### config.mk
export PLATFORM = sky130hd
export DESIGN_NAME = pwt_seq
export DESIGN_NICKNAME = d
export VERILOG_FILES = /design/src/hdl/four_level_page_walk_translate_assert.svh /design/src/hdl/pwt_pkg.sv /design/src/hdl/pwt_seq.sv
export SDC_FILE = /design/constraint.sdc
export NUM_CORES = 1
export LEC_CHECK = 0
export BUFFER_PORTS_ARGS = -buffer_cell sky130_fd_sc_hd__buf_2
export CAP_MARGIN = 40
export CORE_AREA = 10 10 47 49
export CTS_CLUSTER_DIAMETER = 40
export DETAILED_ROUTE_END_ITERATION = 8
export DIE_AREA = 0 0 57 59
export PLACE_DENSITY = 0.47
export SLEW_MARGIN = 20
export SYNTH_ARGS = -nofsm -noshare
export SYNTH_HDL_FRONTEND = slang
export SYNTH_SLANG_ARGS = --single-unit
### constraint.sdc
create_clock -name clk_i -period 1.5 [get_ports clk_i]
set_input_delay 0.375 -clock clk_i [delete_from_list [all_inputs] [get_ports clk_i]]
set_output_delay 0.375 -clock clk_i [all_outputs]
set_load 0.02 [all_outputs]
### src/hdl/four_level_page_walk_translate_assert.svh
`ifndef FOUR_LEVEL_PAGE_WALK_TRANSLATE_ASSERT_SVH
`define FOUR_LEVEL_PAGE_WALK_TRANSLATE_ASSERT_SVH

// same-cycle implication, checked out of reset
`define PWT_ASSERT_NOW(lbl, clk, rst_n, pre, post, msg) \
  lbl: assert property (@(posedge clk) disable iff (!rst_n) (pre) |-> (post)) \
    else $error(msg);

// next-cycle implication, checked out of reset
`define PWT_ASSERT_NEXT(lbl, clk, rst_n, pre, post, msg) \
  lbl: assert property (@(posedge clk) disable iff (!rst_n) (pre) |=> (post)) \
    else $error(msg);

`endif

### src/hdl/pwt_pkg.sv
package pwt_pkg;

  // store depth, a power of two
  localparam int TABLE_WORDS = 4096;
  localparam int IDX_W       = $clog2(TABLE_WORDS);

  localparam int PA_W      = 52;
  localparam int VA_W      = 48;
  localparam int ENTRY_W   = 64;
  localparam int EIDX_W    = 12;
  localparam int FRAME_W   = 40;
  localparam int LVL_IDX_W = 9;
  localparam int PAGE_SH   = 12;

  localparam int PRESENT_BIT = 0;
  localparam int SIZE_BIT    = 7;

  localparam logic OP_WRITE     = 1'b0;
  localparam logic OP_TRANSLATE = 1'b1;

  localparam logic [1:0] PSIZE_4K = 2'd0;
  localparam logic [1:0] PSIZE_2M = 2'd1;
  localparam logic [1:0] PSIZE_1G = 2'd2;

  typedef logic [2:0] step_t;
  localparam step_t STEP_ACC = 3'd0;
  localparam step_t STEP_L1  = 3'd1;
  localparam step_t STEP_L2  = 3'd2;
  localparam step_t STEP_L3  = 3'd3;
  localparam step_t STEP_L4  = 3'd4;
  localparam step_t STEP_WR  = 3'd5;

  typedef enum logic [1:0] {
    RES_ZERO = 2'd0,
    RES_4K   = 2'd1,
    RES_2M   = 2'd2,
    RES_1G   = 2'd3
  } res_e;

  typedef struct packed {
    logic       accept;
    logic       check;
    logic [1:0] lvl;
    logic       big_ok;
    res_e       big_res;
    logic       last;
    logic       wr_result;
    step_t      next;
    step_t      jmp;
  } uword_t;

  typedef struct packed {
    logic in_valid;
    logic op_translate;
    logic out_free;
    logic present;
    logic size;
    logic clearing;
  } seq_stat_t;

  typedef struct packed {
    logic       in_ready;
    logic       wr_en;
    logic       rd_en;
    logic [1:0] rd_lvl;
    logic       use_input_va;
    logic       emit;
    res_e       res;
  } seq_ctl_t;

  // walk program: jmp is taken on a write transaction or when a walk result goes out
  function automatic uword_t ucode_rom(step_t s);
    uword_t w;
    w         = '0;
    w.big_res = RES_ZERO;
    w.next    = STEP_ACC;
    w.jmp     = STEP_ACC;
    case (s)
      STEP_ACC: begin
        w.accept = 1'b1;
        w.lvl    = 2'd0;
        w.next   = STEP_L1;
        w.jmp    = STEP_WR;
      end
      STEP_L1: begin
        w.check = 1'b1;
        w.lvl   = 2'd1;
        w.next  = STEP_L2;
      end
      STEP_L2: begin
        w.check   = 1'b1;
        w.lvl     = 2'd2;
        w.big_ok  = 1'b1;
        w.big_res = RES_1G;
        w.next    = STEP_L3;
      end
      STEP_L3: begin
        w.check   = 1'b1;
        w.lvl     = 2'd3;
        w.big_ok  = 1'b1;
        w.big_res = RES_2M;
        w.next    = STEP_L4;
      end
      STEP_L4: begin
        w.check = 1'b1;
        w.last  = 1'b1;
      end
      STEP_WR: begin
        w.wr_result = 1'b1;
      end
      default: begin
        w.next = STEP_ACC;
      end
    endcase
    return w;
  endfunction

  function automatic logic [LVL_IDX_W-1:0] va_index(logic [VA_W-1:0] va, logic [1:0] lvl);
    logic [LVL_IDX_W-1:0] idx;
    case (lvl)
      2'd0:    idx = va[47:39];
      2'd1:    idx = va[38:30];
      2'd2:    idx = va[29:21];
      default: idx = va[20:12];
    endcase
    return idx;
  endfunction

  // frame is 4 KiB aligned, so word = {frame, idx} with no carry, then wrap to the depth
  function automatic logic [IDX_W-1:0] table_addr(logic [FRAME_W-1:0] frame,
                                                  logic [LVL_IDX_W-1:0] idx);
    return IDX_W'({frame, idx});
  endfunction

endpackage

### src/hdl/pwt_seq.sv
module pwt_seq (
  input  logic                 clk_i,
  input  logic                 rst_ni,
  input  pwt_pkg::seq_stat_t   stat_i,
  output pwt_pkg::seq_ctl_t    ctl_o
);
  import pwt_pkg::*;

  step_t     step_q, step_d;
  uword_t    w;
  seq_ctl_t  ctl;
  logic      want_emit;
  res_e      want_res;

  always_comb begin
    w         = ucode_rom(step_q);
    ctl       = '0;
    ctl.res   = RES_ZERO;
    step_d    = step_q;
    want_emit = 1'b0;
    want_res  = RES_ZERO;

    if (w.accept) begin
      ctl.in_ready = !stat_i.clearing;
      if (stat_i.in_valid && !stat_i.clearing) begin
        if (stat_i.op_translate) begin
          ctl.rd_en        = 1'b1;
          ctl.rd_lvl       = w.lvl;
          ctl.use_input_va = 1'b1;
          step_d           = w.next;
        end else begin
          ctl.wr_en = 1'b1;
          step_d    = w.jmp;
        end
      end
    end else if (w.check) begin
      if (!stat_i.present) begin
        want_emit = 1'b1;
        want_res  = RES_ZERO;
      end else if (w.big_ok && stat_i.size) begin
        want_emit = 1'b1;
        want_res  = w.big_res;
      end else if (w.last) begin
        want_emit = 1'b1;
        want_res  = RES_4K;
      end else begin
        ctl.rd_en  = 1'b1;
        ctl.rd_lvl = w.lvl;
        step_d     = w.next;
      end
    end else if (w.wr_result) begin
      want_emit = 1'b1;
      want_res  = RES_ZERO;
    end else begin
      step_d = w.next;
    end

    // hold the step until the output register can take the result
    if (want_emit && stat_i.out_free) begin
      ctl.emit = 1'b1;
      ctl.res  = want_res;
      step_d   = w.wr_result ? w.next : w.jmp;
    end
  end

  always_ff @(posedge clk_i or negedge rst_ni) begin
    if (!rst_ni) begin
      step_q <= STEP_ACC;
    end else begin
      step_q <= step_d;
    end
  end

  assign ctl_o = ctl;

endmodule

; ---- Word level (Yosys, flattened, before mapping)
; Index checks and enable logic that the tools add are counted.
[totals]
wordCells = 58
latchBits = 0
romBits = 0
ram_bits = 0
regBits = 3
input_bits = 8
n_memories = 0
output_inout_bits = 9
[op_classes]
shifts = 0
bitwise = 0
eq_ne = 10
add_sub_neg = 0
n_lt_le_gt_ge = 0
n_reduce_logical = 7
n_div = 0
n_mux = 40
n_mul = 0
[op_table]
columns = operator, n
row1 = $mux W3, 17
row2 = $mux W1, 13
row3 = $pmux W3 S4, 1
row4 = $mux W2, 5
row5 = $ne A4 B2 Y1 const B, 2
row6 = $eq A3 B2 Y1 const B, 2
row7 = $eq A3 B3 Y1 const B, 2
row8 = $pmux W2 S3, 1
row9 = $pmux W3 S2, 1
row10 = $mux W5, 1
row11 = $reduce_and A5 Y1, 1
row12 = $mux W4, 1
row13 = $ne A4 B1 Y1 const B, 1
row14 = $ne A4 B3 Y1 const B, 1
row15 = $reduce_or A4 Y1, 1
row16 = $eq A3 B1 Y1 const B, 1
row17 = $logic_and A1 B1 Y1, 3
row18 = $logic_not A3 Y1, 1
row19 = $ne A3 B1 Y1 const B, 1
row20 = $logic_not A1 Y1, 1

; ---- Logic depth before layout (Yosys ltp)
[depth]
word_depth = 10
mapped_depth = 4
ltp_nobuf = 3

; ---- Worst setup path after synthesis
; No wires, ideal clock.
[synth_timing]
path_type = flip-flop to output port
startpoint = register step_q[0]
endpoint = output ctl_o[6] in the netlist's numbering
t_arrival_ps = 1187
t_required_ps = 1125
path_slack_ps = -62
path_buffers = 1
path_stages_with_launch = 5
cell_sequence = dfrtp_1 -> buf_6 -> nor3_1 -> and3_1 -> a21o_1
[synth_rtl]
columns = item, line_no
row1 = start: declaration, pwt_seq.sv:9  ; step_t step_q, step_d;
row2 = start signal: assignment, pwt_seq.sv:70  ; step_q <= step_d;
row3 = end: declaration, pwt_seq.sv:5  ; output pwt_pkg::seq_ctl_t ctl_o

==> impl_results.md <==
- GP Congestion: 0.754
- Slew @ Worst Pin: 0.220 ns
- Met2 Use GR: 0.110
- Drt first-iter violations: 7
- Diodes inserted: 0
- Die footprint: 0.00336 mm2
- Grt met3 use: 0.0279
- Fmax: 0.590 GHz
- First drt pass iteration count: 4
- Non-Filler Instances: 90
- DRC Markers: 0
- RSZ-0062 raised after global routing: true
- Nets: 83
- H-tree levels: 1
- Die Wd: 57 um
- Vias in the first global route: 462
- Post-synth EDFFs: 0
- Vias per cell: 4.68
- Crit end category: primary output
- Placed Cells: 81
- Pins Over Slew Limit: 0
- WP data arrival: 1.32 ns
- Most frequent cell after synthesis: nand2_1
- Placed inst area: 497 um2
- Largest register FFs: 3
- Type of origin of the critical path: register
- Max Cap Viol: 0
- CP Capture Point: ctl_o[0]
- Starting Density: 0.230
- CP Max Fanout: 4
- Setup CP Type: reg2out
- Post-DP HPWL: 857 um
- Reg-to-Reg End: step_q[2]
- Clock Path Buffers: 2
- Slew margin rel.: 0.852
- TritonCTS clock tree: built
- DR WL/cell: 12.6 um
- Initial antenna violation count: 0
- Synth top area share: 0.233
- Largest Register: step_q
- #FFs+latches synth: 3
- Cells after synthesis: 40
- Overflow left after global routing: 0
- Reg2Reg Setup Slack: 0.26 ns
- Via count: 421
- Final WL: 1140 um
- Total core area: 0.00140 mm2
- M1 GR Usage: 0.0785
- CP required: 1.12 ns
- Final Critical Period: 1.69 ns
- Share of post-route cells with drive strength above 1: 0.635
- Finished Cell Area: 607 um2
- Crit Reg-Reg Startpoint: step_q[0]
- Critical-path top delay cell: dfrtp_1
- Syn Area/Cell: 8.07 um2
- IO buf count: 16
- Leakage: 0.000313 uW
- Pwr dens: 1860 mW/mm2
- CTS root buffer: clkbuf_4
- Fin. Hold Viols: 0
- Max incr delay on CP: 0.41 ns
- Fin util: 0.433
- FFs w/ async S/R, synth: 1.00
- Total power: 1130 uW
- Worst VDD drop: 702 uV
- Syn nets: 48
- Worst-path cell chain: inv_2, mux2_4, nor3_2, buf_4
- Worst setup path start: step_q[2]
- GR peak layer: met2
- Sink Count: 3
- Row count: 14
- Largest area contributor in the netlist: dfrtp_1
- Hold WC Path Type: in2reg
- Pin count of the biggest net entering global routing: 8
- Final worst slack: -0.194 ns
- Skew-Pair Late Insertion Delay: 0.24 ns
- YS warnings: 0
- Reg clk slew, reported paths: 0.03 ns
- Post-synth top flop: dfrtp_1
- Total Routing Usage GR: 0.0713
- Run status: finished with violations
- Die boundary height: 59 um
- Worst Reg-to-Reg Cells: 4
- Main area contributors after synthesis: dfrtp_1 23%, nand2_1 7.0%, and3_1 5.8%
- I/O Pins: 17
- Yosys cell types: 26
- DRT antenna net count: 0
- Num CTS Buffers: 3
- Mapped Area: 323 um2
- Post-synthesis sequential area ratio: 0.233
- Fin crit share: 1.13
- Synth cell count leaders: 6 x nand2_1, 3 x and3_1, 3 x dfrtp_1, 3 x inv_1, 3 x nor3_1
- Final setup violation count: 9
- Worst Clk Skew: 0.00369 ns
- Area grow syn2layout: 88.0%
- First-pass GRT wire length: 1910 um
- Failing checks: negative setup slack
- Biggest regs: step_q (3)
repair_timing:
item | in CTS | in global routing
pin swaps | 2 | 1
endpoints found under the hold margin | 3 | 0
cloned | 0 | 0
setup endpoints to repair | 9 | 9
setup buffers | 3 | 1
resized for setup | 14 | 2
hold buffers | 1 | 0
stage by stage:
stage               setup WS (ns)  TNS [ns]  hold WS, ns
floorplan                  0.0243         0       0.0794
global placement          -0.0526    -0.132        0.171
detailed placement        -0.0400   -0.0474        0.173
CTS                        -0.193     -1.12        0.398
global route               -0.253     -1.68        0.410
finish                     -0.194     -1.05        0.408
area by class of cell:
class,count,area [um2]
tap,16,20.0
clock buffer,4,26.3
inverter,4,15.0
timing repair buffer,31,224
multi-input combinational,32,244
sequential,3,77.6
fill,158,795
power breakdown:
| part | switching (uW) | internal [uW] | total, uW |
|---|---|---|---|
| registers | 65.1 | 125 | 190 |
| logic | 366 | 426 | 792 |
| clock network | 47.0 | 100 | 147 |
| total | 478 | 650 | 1130 |
cell families after synthesis:
group / Yosys count / synth area share
AND/OR/NAND/NOR: 23 / 0.438
AO/OA/AOI/OAI: 7 / 0.171
buffers and inverters: 5 / 0.0814
flip-flops: 3 / 0.233
multiplexers: 2 / 0.0775
critical path, delay by kind of cell (launching register included):
kind                   cells  cell delay (ns)
buffers and inverters      2             0.27
AND/OR/NAND/NOR            1             0.10
multiplexers               1             0.30
flip-flops                 1             0.41
metal layers:
| metal | wire length (um) | vias up | part of all wire |
|---|---|---|---|
| li1 | - | 213 | - |
| met1 | 518 | 189 | 0.46 |
| met2 | 543 | 16 | 0.48 |
| met3 | 57 | 3 | 0.050 |
| met4 | 18 | 0 | 0.016 |
| met5 | 0 | - | 0 |
worst min path at each step:
stage / start / to / cells after the start
6_report: stat_i[3] / step_q[2] / 2
3_3_place_gp: rst_ni / step_q[1] / 1
2_1_floorplan: rst_ni / step_q[0] / 0
3_5_place_dp: rst_ni / step_q[1] / 1
5_1_grt: stat_i[3] / step_q[2] / 2
4_1_cts: stat_i[3] / step_q[2] / 2
cell usage in the layout, fill, tap and decap left out, types with 2 or more instances in the layout:
cell type and instances:
clkbuf_4 3, buf_2 9, dfrtp_2 2, and3_4 2
nand2_2 2, nor3_2 3, nand3_1 2, nand2_1 5
buf_6 3, inv_2 2, inv_1 2, buf_4 18
Power figures use the tool's default switching activity.
